--- src/rtl/tpt_pkg.sv ---
// Shared types and constants for the text position tracker.
`timescale 1ns / 1ps

package tpt_pkg;

  localparam int LINE_W     = 32;
  localparam int COL_OUT_W  = 16;
  localparam int BYTES_W    = 40;

  localparam logic [7:0]         NEWLINE_BYTE = 8'd10;
  localparam logic [LINE_W-1:0]  LINE_MAX     = '1;
  localparam logic [BYTES_W-1:0] BYTES_MAX    = '1;

  // Action codes carried on the input channel
  localparam logic ACT_CONSUME = 1'b0;
  localparam logic ACT_UNDO    = 1'b1;

  // Column update chosen in the front stage, applied in the column stage
  typedef enum logic [2:0] {
    COL_SET_ONE = 3'd0,
    COL_INC     = 3'd1,
    COL_DEC     = 3'd2,
    COL_POP     = 3'd3,
    COL_ZERO    = 3'd4
  } col_op_t;

  // One item between the front stage and the column stage
  typedef struct packed {
    col_op_t             op;
    logic                push;
    logic                fwd;
    logic [LINE_W-1:0]   line;
    logic [BYTES_W-1:0]  bytes;
    logic                overflow;
    logic                underflow;
    logic                run_done;
  } stage_t;

endpackage

--- src/rtl/tpt_ram.sv ---
// Generic single-write, single-read synchronous RAM with registered read data.
`timescale 1ns / 1ps

module tpt_ram #(
  parameter int WIDTH = 16,
  parameter int DEPTH = 64,
  parameter int AW    = (DEPTH > 1) ? $clog2(DEPTH) : 1
) (
  input  logic             clk,
  input  logic             we,
  input  logic [AW-1:0]    waddr,
  input  logic [WIDTH-1:0] wdata,
  input  logic             re,
  input  logic [AW-1:0]    raddr,
  output logic [WIDTH-1:0] rdata
);

  logic [WIDTH-1:0] mem [DEPTH];

  // Write port
  always_ff @(posedge clk) begin
    if (we) begin
      mem[waddr] <= wdata;
    end
  end

  // Read port, data held while not enabled
  always_ff @(posedge clk) begin
    if (re) begin
      rdata <= mem[raddr];
    end
  end

endmodule

--- src/rtl/tpt_col_stage.sv ---
// Column register and output register stage of the text position tracker.
`timescale 1ns / 1ps

module tpt_col_stage #(
  parameter int COLUMN_WIDTH = 16
) (
  input  logic                         clk,
  input  logic                         rst,
  input  logic                         s1_valid,
  input  tpt_pkg::stage_t              s1,
  input  logic [COLUMN_WIDTH-1:0]      pop_data,
  input  logic [COLUMN_WIDTH-1:0]      fwd_data,
  output logic                         s1_move,
  output logic [COLUMN_WIDTH-1:0]      col,
  output logic                         out_valid,
  input  logic                         out_ready,
  output logic [tpt_pkg::LINE_W-1:0]   line_number,
  output logic [tpt_pkg::COL_OUT_W-1:0] column_number,
  output logic [tpt_pkg::BYTES_W-1:0]  byte_offset,
  output logic                         stack_overflow,
  output logic                         stack_underflow,
  output logic                         run_done
);

  import tpt_pkg::*;

  localparam logic [COLUMN_WIDTH-1:0] COL_MAX = '1;

  logic [COLUMN_WIDTH-1:0]           col_next;
  logic [COL_OUT_W+COLUMN_WIDTH-1:0] col_ext;

  // Advance the item when the output slot is free or being drained
  assign s1_move = s1_valid && (!out_valid || out_ready);

  // Apply the column update picked by the front stage
  always_comb begin
    case (s1.op)
      COL_SET_ONE: col_next = COLUMN_WIDTH'(1);
      COL_INC:     col_next = (col == COL_MAX) ? col : col + COLUMN_WIDTH'(1);
      COL_DEC:     col_next = (col == '0) ? col : col - COLUMN_WIDTH'(1);
      COL_POP:     col_next = s1.fwd ? fwd_data : pop_data;
      COL_ZERO:    col_next = '0;
      default:     col_next = col;
    endcase
  end

  assign col_ext = {{COL_OUT_W{1'b0}}, col_next};

  // Hold the running column
  always_ff @(posedge clk) begin
    if (rst) begin
      col <= COLUMN_WIDTH'(1);
    end else if (s1_move) begin
      col <= col_next;
    end
  end

  // Output valid
  always_ff @(posedge clk) begin
    if (rst) begin
      out_valid <= 1'b0;
    end else if (s1_move) begin
      out_valid <= 1'b1;
    end else if (out_ready) begin
      out_valid <= 1'b0;
    end
  end

  // Output payload
  always_ff @(posedge clk) begin
    if (s1_move) begin
      line_number     <= s1.line;
      column_number   <= col_ext[COL_OUT_W-1:0];
      byte_offset     <= s1.bytes;
      stack_overflow  <= s1.overflow;
      stack_underflow <= s1.underflow;
      run_done        <= s1.run_done;
    end
  end

endmodule

--- src/rtl/text_position_tracker_with_undo_core.sv ---
// Top level of the text position tracker with undo.
`timescale 1ns / 1ps

// Usage:
//   Input channel (in_valid/in_ready): one text byte per transfer, with
//   action (consume forward or undo), byte_value and run_last.
//   Output channel (out_valid/out_ready): one result per input byte with the
//   line, column and byte offset after that byte, the overflow and underflow
//   flags of the line-length stack, and run_done echoing run_last.
//   Each result passes the stage and output registers. Throughput: one byte
//   per cycle unless out_ready stalls. Line, offset and stack fill update in
//   the front stage, the column in the column stage, from the stack RAM read
//   data on an undone newline. A pop that reads the entry being pushed in
//   the same cycle takes the written column through a forwarding register.
//   Reset: line 1, column 1, offset 0, stack empty. Stack RAM contents are
//   not cleared; only entries below the fill count are read.
//   Stall: with out_ready low one item waits in the output register and one
//   in the front stage; in_ready then drops until the output drains.

module text_position_tracker_with_undo_core #(
  parameter int STACK_DEPTH  = 64,
  parameter int COLUMN_WIDTH = 16
) (
  input  logic                          clk,
  input  logic                          rst,
  input  logic                          in_valid,
  output logic                          in_ready,
  input  logic                          action,
  input  logic [7:0]                    byte_value,
  input  logic                          run_last,
  output logic                          out_valid,
  input  logic                          out_ready,
  output logic [tpt_pkg::LINE_W-1:0]    line_number,
  output logic [tpt_pkg::COL_OUT_W-1:0] column_number,
  output logic [tpt_pkg::BYTES_W-1:0]   byte_offset,
  output logic                          stack_overflow,
  output logic                          stack_underflow,
  output logic                          run_done
);

  import tpt_pkg::*;

  localparam int AW     = (STACK_DEPTH > 1) ? $clog2(STACK_DEPTH) : 1;
  localparam int FILL_W = $clog2(STACK_DEPTH + 1);
  localparam logic [FILL_W-1:0] FILL_FULL = FILL_W'(STACK_DEPTH);

  logic                    in_xfer;
  logic                    is_nl;
  logic [LINE_W-1:0]       line;
  logic [LINE_W-1:0]       line_next;
  logic [BYTES_W-1:0]      bytes;
  logic [BYTES_W-1:0]      bytes_next;
  logic [FILL_W-1:0]       fill;
  logic [FILL_W-1:0]       fill_next;
  logic [FILL_W-1:0]       fill_dec;
  logic [AW-1:0]           item_addr;
  stage_t                  item;
  logic                    s1_valid;
  stage_t                  s1;
  logic [AW-1:0]           s1_addr;
  logic [COLUMN_WIDTH-1:0] fwd_data;
  logic                    s1_move;
  logic [COLUMN_WIDTH-1:0] col;
  logic [COLUMN_WIDTH-1:0] pop_data;
  logic                    ram_we;
  logic                    ram_re;

  assign in_ready = !s1_valid || s1_move;
  assign in_xfer  = in_valid && in_ready;
  assign is_nl    = (byte_value == NEWLINE_BYTE);
  assign fill_dec = fill - FILL_W'(1);

  // Push the current column when the pushing item leaves the front stage
  assign ram_we = s1_move && s1.push;
  assign ram_re = in_xfer && (item.op == COL_POP);

  // Front stage: line, offset, stack fill and the column operation
  always_comb begin
    line_next      = line;
    bytes_next     = bytes;
    fill_next      = fill;
    item_addr      = fill[AW-1:0];
    item           = '0;
    item.run_done  = run_last;
    if (action == ACT_CONSUME) begin
      if (bytes != BYTES_MAX) bytes_next = bytes + BYTES_W'(1);
      if (is_nl) begin
        item.op = COL_SET_ONE;
        if (line != LINE_MAX) line_next = line + LINE_W'(1);
        if (fill < FILL_FULL) begin
          item.push = 1'b1;
          fill_next = fill + FILL_W'(1);
        end else begin
          item.overflow = 1'b1;
        end
      end else begin
        item.op = COL_INC;
      end
    end else begin
      if (bytes != '0) bytes_next = bytes - BYTES_W'(1);
      if (is_nl) begin
        if (line != '0) line_next = line - LINE_W'(1);
        if (fill != '0) begin
          item.op   = COL_POP;
          fill_next = fill_dec;
          item_addr = fill_dec[AW-1:0];
        end else begin
          item.op        = COL_ZERO;
          item.underflow = 1'b1;
        end
      end else begin
        item.op = COL_DEC;
      end
    end
    // Forward a column written to the entry this pop reads
    item.fwd   = ram_we && (s1_addr == item_addr);
    item.line  = line_next;
    item.bytes = bytes_next;
  end

  // Hold the front-stage counters
  always_ff @(posedge clk) begin
    if (rst) begin
      line  <= LINE_W'(1);
      bytes <= '0;
      fill  <= '0;
    end else if (in_xfer) begin
      line  <= line_next;
      bytes <= bytes_next;
      fill  <= fill_next;
    end
  end

  // Stage register valid
  always_ff @(posedge clk) begin
    if (rst) begin
      s1_valid <= 1'b0;
    end else if (in_ready) begin
      s1_valid <= in_valid;
    end
  end

  // Stage register payload
  always_ff @(posedge clk) begin
    if (in_xfer) begin
      s1       <= item;
      s1_addr  <= item_addr;
      fwd_data <= col;
    end
  end

  tpt_ram #(
    .WIDTH (COLUMN_WIDTH),
    .DEPTH (STACK_DEPTH),
    .AW    (AW)
  ) u_stack (
    .clk   (clk),
    .we    (ram_we),
    .waddr (s1_addr),
    .wdata (col),
    .re    (ram_re),
    .raddr (item_addr),
    .rdata (pop_data)
  );

  tpt_col_stage #(
    .COLUMN_WIDTH (COLUMN_WIDTH)
  ) u_col (
    .clk             (clk),
    .rst             (rst),
    .s1_valid        (s1_valid),
    .s1              (s1),
    .pop_data        (pop_data),
    .fwd_data        (fwd_data),
    .s1_move         (s1_move),
    .col             (col),
    .out_valid       (out_valid),
    .out_ready       (out_ready),
    .line_number     (line_number),
    .column_number   (column_number),
    .byte_offset     (byte_offset),
    .stack_overflow  (stack_overflow),
    .stack_underflow (stack_underflow),
    .run_done        (run_done)
  );

`ifndef ASSERT_OFF
  // Fill count never passes the stack depth
  a_fill_range: assert property (@(posedge clk) disable iff (rst)
    fill <= FILL_FULL)
    else $error("stack fill above depth");

  // A stalled front-stage item is kept
  a_s1_hold: assert property (@(posedge clk) disable iff (rst)
    s1_valid && !s1_move |=> s1_valid)
    else $error("front-stage item lost while stalled");

  // Overflow is flagged only when the stack was full
  a_ovf_full: assert property (@(posedge clk) disable iff (rst)
    in_xfer && fill != FILL_FULL |=> !s1.overflow)
    else $error("overflow flagged with room on the stack");

  // A pop never happens on an empty stack
  a_pop_fill: assert property (@(posedge clk) disable iff (rst)
    ram_re |-> fill != '0)
    else $error("stack read with fill zero");
`endif

endmodule
--- config.mk ---
export PLATFORM = sky130hd
export DESIGN_NAME = text_position_tracker_with_undo_core
export DESIGN_NICKNAME = d
export VERILOG_FILES = /design/src/rtl/tpt_pkg.sv /design/src/rtl/tpt_ram.sv /design/src/rtl/tpt_col_stage.sv /design/src/rtl/text_position_tracker_with_undo_core.sv
export SDC_FILE = /design/constraint.sdc
export NUM_CORES = 2
export LEC_CHECK = 0
export ABC_CLOCK_PERIOD_IN_PS = 4100
export BUFFER_PORTS_ARGS = -buffer_cell sky130_fd_sc_hd__buf_4
export CORE_ASPECT_RATIO = 0.5
export CORE_MARGIN = 1
export CORE_UTILIZATION = 56
export DETAILED_ROUTE_END_ITERATION = 6
export PLACE_DENSITY = 0.75
export SETUP_SLACK_MARGIN = 0.5
export SKIP_CTS_REPAIR_TIMING = 1
export SYNTH_ARGS = -nofsm -noshare
export SYNTH_HDL_FRONTEND = slang
export SYNTH_SLANG_ARGS = --single-unit
--- constraint.sdc ---
create_clock -name clk -period 4.1 [get_ports clk]
set_input_delay 0 -clock clk [delete_from_list [all_inputs] [get_ports clk]]
set_output_delay 0 -clock clk [all_outputs]
set_load 0.01 [all_outputs]
==> After elaboration in Yosys (flattened, before gate mapping) <==
Memory sizes are Yosys's and may differ from the RTL's. A register that Yosys moved wholly into a read port is not among the register bits.
Cells that the tools add are included.
{ "word_totals": {"regBits": 290, "latchBits": 0, "ramBits": 1024, "romBits": 0, "in_bits": 14, "output_inout_bits": 93, "wordCells": 94, "mem_count": 1} }
{ "op_classes": {"n_addsub": 8, "multipliers": 0, "n_div": 0, "n_lt_le_gt_ge": 1, "n_eq_ne": 11, "shifts": 0, "n_mux": 31, "n_bitwise": 1, "reduce_logical": 19} }
{ "mem_list": {"columns": ["name", "words", "width", "rd", "rd_ports_with_merged_regs", "write_ports", "line_no", "source"], "rows": [
  ["u_stack.mem", 64, 16, 1, 1, 1, "tpt_ram.sv:18", "logic [WIDTH-1:0] mem [DEPTH];"]
]} }
{ "op_table": {"columns": ["op", "n"], "rows": [
  ["2-to-1 mux 32 bit", 5],
  ["2-to-1 mux 40 bit", 3],
  ["case mux 16 bit (5 select lines)", 1],
  ["2-to-1 mux 16 bit", 3],
  ["adder 40 x 1 -> 40 bit, second input constant", 1],
  ["inequality test 40 bit, second input constant", 1],
  ["nonzero test 40 bit", 1],
  ["subtractor 40 x 1 -> 40 bit, second input constant", 1],
  ["2-to-1 mux 7 bit", 5],
  ["adder 32 x 1 -> 32 bit, second input constant", 1],
  ["inequality test 32 bit, second input constant", 1],
  ["nonzero test 32 bit", 1],
  ["subtractor 32 x 1 -> 32 bit, second input constant", 1],
  ["2-to-1 mux 6 bit", 3],
  ["adder 16 x 1 -> 16 bit, second input constant", 1],
  ["equality test 16 bit, second input constant", 1],
  ["zero test 16 bit", 1],
  ["subtractor 16 x 1 -> 16 bit, second input constant", 1],
  ["equality test 3 x 2 -> 1 bit, second input constant", 3],
  ["2-to-1 mux 3 bit", 3],
  ["equality test 8 x 4 -> 1 bit, second input constant", 1],
  ["2-to-1 mux 1 bit", 8],
  ["adder 7 x 1 -> 7 bit, second input constant", 1],
  ["less-than comparator 7 bit, second input constant", 1],
  ["15 further kinds", 22]
]} }

==> Logic depth before layout (Yosys ltp) <==
{ "logic_depth": {"word_depth": 6, "mapped_depth": 15, "mapped_depth_nobuf": 11} }

==> Cells and area by module <==
A second synthesis with hierarchy kept.
{ "unflattened": {"cells_unflattened": 3376, "hier_area_um2": 55575.8} }
{ "modules_own_cells": {"columns": ["module", "instances", "cells_per_inst", "area_per_inst_um2", "seq_area_each_um2"], "rows": [
  ["tpt_ram", 1, 1829, 40202.3, 31230.0],
  ["text_position_tracker_with_undo_core", 1, 1103, 10209.8, 4664.5],
  ["tpt_col_stage", 1, 444, 5163.7, 3072.9]
]} }

==> Worst setup path before layout <==
OpenSTA, ideal clock, no wires.
{ "synth_path": {"path_type": "reg2reg", "from": "register u_col.out_valid", "to": "register bytes[8]", "setup_ns": 0.128, "arrival_time_ns": 4.375, "required_ns": 3.972, "slack_ns": -0.402, "stages_incl_launch_ff": 9, "path_buffers": 1, "period_less_slack_ns": 4.502, "cell_sequence": "dfxtp_1 nor2b_1 nand2_1 nand2_1 inv_1 clkbuf_1 nand2_1 xnor2_1 nor2_1"} }
{ "synth_between": {"elab_chain_cells": 5} }
{ "synth_rtl": {"columns": ["item", "line_no", "source"], "rows": [
  ["start, declared", "tpt_col_stage.sv:15", "output logic out_valid,"],
  ["start signal, assigned", "tpt_col_stage.sv:61", "out_valid <= 1'b0;"],
  ["start signal, assigned", "tpt_col_stage.sv:63", "out_valid <= 1'b1;"],
  ["start signal, assigned", "tpt_col_stage.sv:65", "out_valid <= 1'b0;"],
  ["zero test 1 bit", "tpt_col_stage.sv:33", "assign s1_move = s1_valid && (!out_valid || out_ready);"],
  ["logical OR 1 bit", "tpt_col_stage.sv:33", null],
  ["logical AND 1 bit", "tpt_col_stage.sv:33", null],
  ["logical OR 1 bit", "text_position_tracker_with_undo_core.sv:68", "assign in_ready = !s1_valid || s1_move;"],
  ["named net in_ready", "text_position_tracker_with_undo_core.sv:27", "output logic in_ready,"],
  ["logical AND 1 bit", "text_position_tracker_with_undo_core.sv:69", "assign in_xfer = in_valid && in_ready;"],
  ["named net in_xfer", "text_position_tracker_with_undo_core.sv:47", "logic in_xfer;"],
  ["end signal, assigned", "text_position_tracker_with_undo_core.sv:129", "bytes <= bytes_next;"],
  ["end, declared", "text_position_tracker_with_undo_core.sv:51", "logic [BYTES_W-1:0] bytes;"]
]} }
The timed path passes the listed nets, and every way through them passes these cells.
A chain may end at the register's enable or synchronous reset.

==> Final worst setup path <==
{ "layout_path": {"from": "register fill[1]", "to": "register u_stack.rdata[8] (read register of u_stack.mem), data pin"} }
{ "layout_between": {"elab_chain_cells": 6, "elab_cells_between_ends": 10, "cone_classes": "add/sub: 1; eq/ne: 1; mux: 6; reduce/logical: 2"} }
{ "layout_rtl": {"columns": ["item", "line_no", "source"], "rows": [
  ["start, declared", "text_position_tracker_with_undo_core.sv:53", "logic [FILL_W-1:0] fill;"],
  ["start signal, assigned", "text_position_tracker_with_undo_core.sv:130", "fill <= fill_next;"],
  ["parallel branches: the longest is 6 deep, another holds subtractor 7 x 1 -> 7 bit", null, null],
  ["end, declared", "tpt_ram.sv:15", "output logic [WIDTH-1:0] rdata"]
]} }
Several ways; the timed one is not identified.

==> results.md <==
* Post-Layout Cell Count at 5540
* Register area share after synthesis at 0.720
* Total Routed Length at 151 mm
* Most frequent CP cell: buf_12
* Clk sink count at 1330
* Nets at 4202
* Die Area at 98000 um^2
* Post-route setup slack at 0.335 ns
* Family with the most delay on the worst path: buffers and inverters
* Port bufs at 106
* Pwr dens at 477 nW/um^2
* Syn nets at 3958
* Max-cap violations at 0
* Core area at 95600 um^2
* I/O Pins at 107
* Crit. End Element: register
* Design Area, Final at 62600 um^2
* GP Congestion at 0.952
* Max Clk Rate at 266 MHz
* Final ANT Viol Nets at 0
* Primary FF master, synth: edfxtp_1
* Final Hold Violating Endpoints at 0
* Synthesis-stage register bit count at 1330
* Initial Util at 0.567
* Post-place setup slack at -0.504 ns
* Final Cycle Share at 0.918
* Met3 Resource Use GR at 0.0702
* Row count at 80
* Least-Margin Pin Slew at 1.15 ns
* First-pass GRT wire length at 215 mm
* Crit-path max cell delay at 0.47 ns
* Filler cell count at 6411
* Ys async rst share at 0
* Die Width at 442 um
* Iter 0 DRT Violations at 5954
* Number of global-route vias before repair at 34000
* WL/cell at 27.3 um
* Worst EP arrival at 4.31 ns
* Critical Path RT at 4.64 ns
* CP startpoint kind: register
* Placed Cells at 5272
* Slowest CP cell: or4b_4
* Syn avg cell area at 13.8 um^2
* Post-DP Area at 57500 um^2
* Minimum clock period at 3.77 ns
* Reg clk slew, reported paths at 0.07 ns
* Share of cells above drive strength 1 at 0.166
* CP bufs+invs at 7
* Ys Warns at 0
* Hold WS at 0.0614 ns
* Pwr Total at 0.0298 W
* Area leader, netlist: edfxtp_1
* GR Layer Usage met1 at 0.403
* WS Path Type: reg -> reg
* Ant. Diodes at 0
* Synth unique cells at 91
* Total vias in the final route at 36700
* Depth of the worst hold-timing path at 5
* CTS Buffer Depth at 3
* RSZ-0062 raised after global routing: true
* Static leakage at 20.8 nW
* Worst Reg2Reg Path Length in Cells at 15
* Status: finished, final reports clean
* Antenna violations before repair at 4
* CTS tree: built
* Most common cell in the netlist: edfxtp_1
* Area Growth Syn to Fin at 15.5%
* H-tree levels at 3
* Die Height at 222 um
* Total GRT Usage at 0.291
* Worst-path maximum fanout at 14
* Levels on crit path at 15
* Final setup violation count at 0
* Total gr overflow at 0
* Root buf cell: clkbuf_16
* Hold Path Class: in -> reg
* Mapped Cells at 3933
* Met2 Usage GRT at 0.452
* Peak VDD IR at 396 uV
* Slew HR at 0.216
* Slew Viols, Final at 0
* Post-synth EDFFs at 1233
* Crit-path cells: inv_2 -> ha_4 -> or4b_4 -> o2111ai_4 -> buf_8 -> mux2i_4 -> buf_6 -> buf_12 -> buf_16 -> buf_12 -> o22ai_1 -> nor4_1 -> o41ai_1 -> buf_2 -> o32ai_4
* Synth top cells by count: edfxtp_1, nand2_1, nor2_1
* DRC viols at 0
* Pre-antenna DRT Iters at 6
* Total CTS buffers at 111
* Largest net degree at the start of global routing at 79
* Post-Syn Area at 54200 um^2
* Worst skew pair latency at 0.73 ns
* GR peak layer: met2
* Setup Skew at 0.0222 ns
* Post-synth top area share at 0.684
* Vias per inst at 6.63
* Hpwl dp at 88.4 mm
* Synth area leaders: edfxtp_1, dfxtp_1, nand2_1, nor2_1, a21oi_1
[worst register-to-register path: cells and delay by family (launching register included)]
kind	cells	cell delay, ns
buffers and inverters	7	1.19
and+or+nand+nor	2	0.89
AOI/OAI and AO/OA	4	0.69
muxes	1	0.34
DFF	1	0.32
adders and majority gates	1	0.15
[kinds of logic (layout without fill, tap and decap cells)]
logic type,after synthesis,count (layout),share of synthesized area
compound gates,816,816,0.100
xor+xnor,126,126,0.0204
fa+ha+maj,11,11,0.00254
buf+inv,288,624,0.0215
flops,1330,1330,0.720
mux,138,138,0.0300
simple gates,1224,1224,0.106
[metrics by stage]
| step | setup TNS [ns] | util |
|---|---|---|
| after global routing | 0 | 0.655 |
| final | 0 | 0.655 |
| after detailed placement | -1.69 | 0.601 |
| after global placement | -1.32 | 0.601 |
| after CTS | -1.82 | 0.639 |
| after floorplan | 0 | - |
[layer usage]
layer	wire length, um	part of all wire	vias to the layer above
met3	20100	0.13	417
met2	68700	0.45	2752
met1	56100	0.37	17900
met4	6610	0.044	0
met5	0	0	-
li1	-	-	15700
[worst paths after layout]
path	slack, ns	to	from
max	0.33	u_stack.rdata[8]$_DFFE_PP_	fill[1]$_SDFFE_PP0P_
min	0.06	s1[1]$_SDFFCE_PN0P_	byte_value[0]
max reg2reg	0.33	u_stack.rdata[8]$_DFFE_PP_	fill[1]$_SDFFE_PP0P_
min reg2reg	0.42	u_col.line_number[0]$_DFFE_PP_	s1[43]$_DFFE_PP_
[layout by cell type (no fill, tap or decap), types with 56 or more instances in the layout]
| cell type | instances |
|---|---|
| nor2_1 | 377 |
| nand3_1 | 85 |
| a32oi_1 | 60 |
| dfxtp_1 | 81 |
| o21ai_0 | 88 |
| clkbuf_16 | 119 |
| edfxtp_1 | 1233 |
| o22ai_1 | 140 |
| buf_4 | 340 |
| nand2_1 | 396 |
| xnor2_1 | 69 |
| mux2i_1 | 107 |
| a21oi_1 | 245 |
| nor4_1 | 89 |
| xor2_1 | 56 |
[report_power, final]
part           internal, W  switching [W]  leakage, nW
combinational      0.00127        0.00199         6.91
sequential          0.0155       0.000440         12.1
clock              0.00587        0.00481         1.76
[area by class of cell]
cell class,instances,area (um^2),share of cell area
Clock inverter,63,686,0.0110
Multi-Input combinational cell,2315,14800,0.236
Timing Repair inverter,3,22.5,0.000360
Timing Repair Buffer,390,3430,0.0548
Clock buffer,142,2920,0.0467
Inverter,26,140,0.00224
Sequential cell,1330,39000,0.623
Tap cell,1271,1590,0.0254
[state kept, by name (all words and copies together), names as in the netlist]
name	flops
u_col.out_valid	1
line	32
s1	80
u_stack.rdata	16
u_col.col	16
s1_addr	6
fill	7
u_col.column_number	16
s1_valid	1
u_col.byte_offset	40
fwd_data	16
u_col.stack_overflow	1
u_col.run_done	1
u_col.stack_underflow	1
u_col.line_number	32
bytes	40
u_stack.mem	1024
Note: power is estimated with default switching activity, not from simulation.
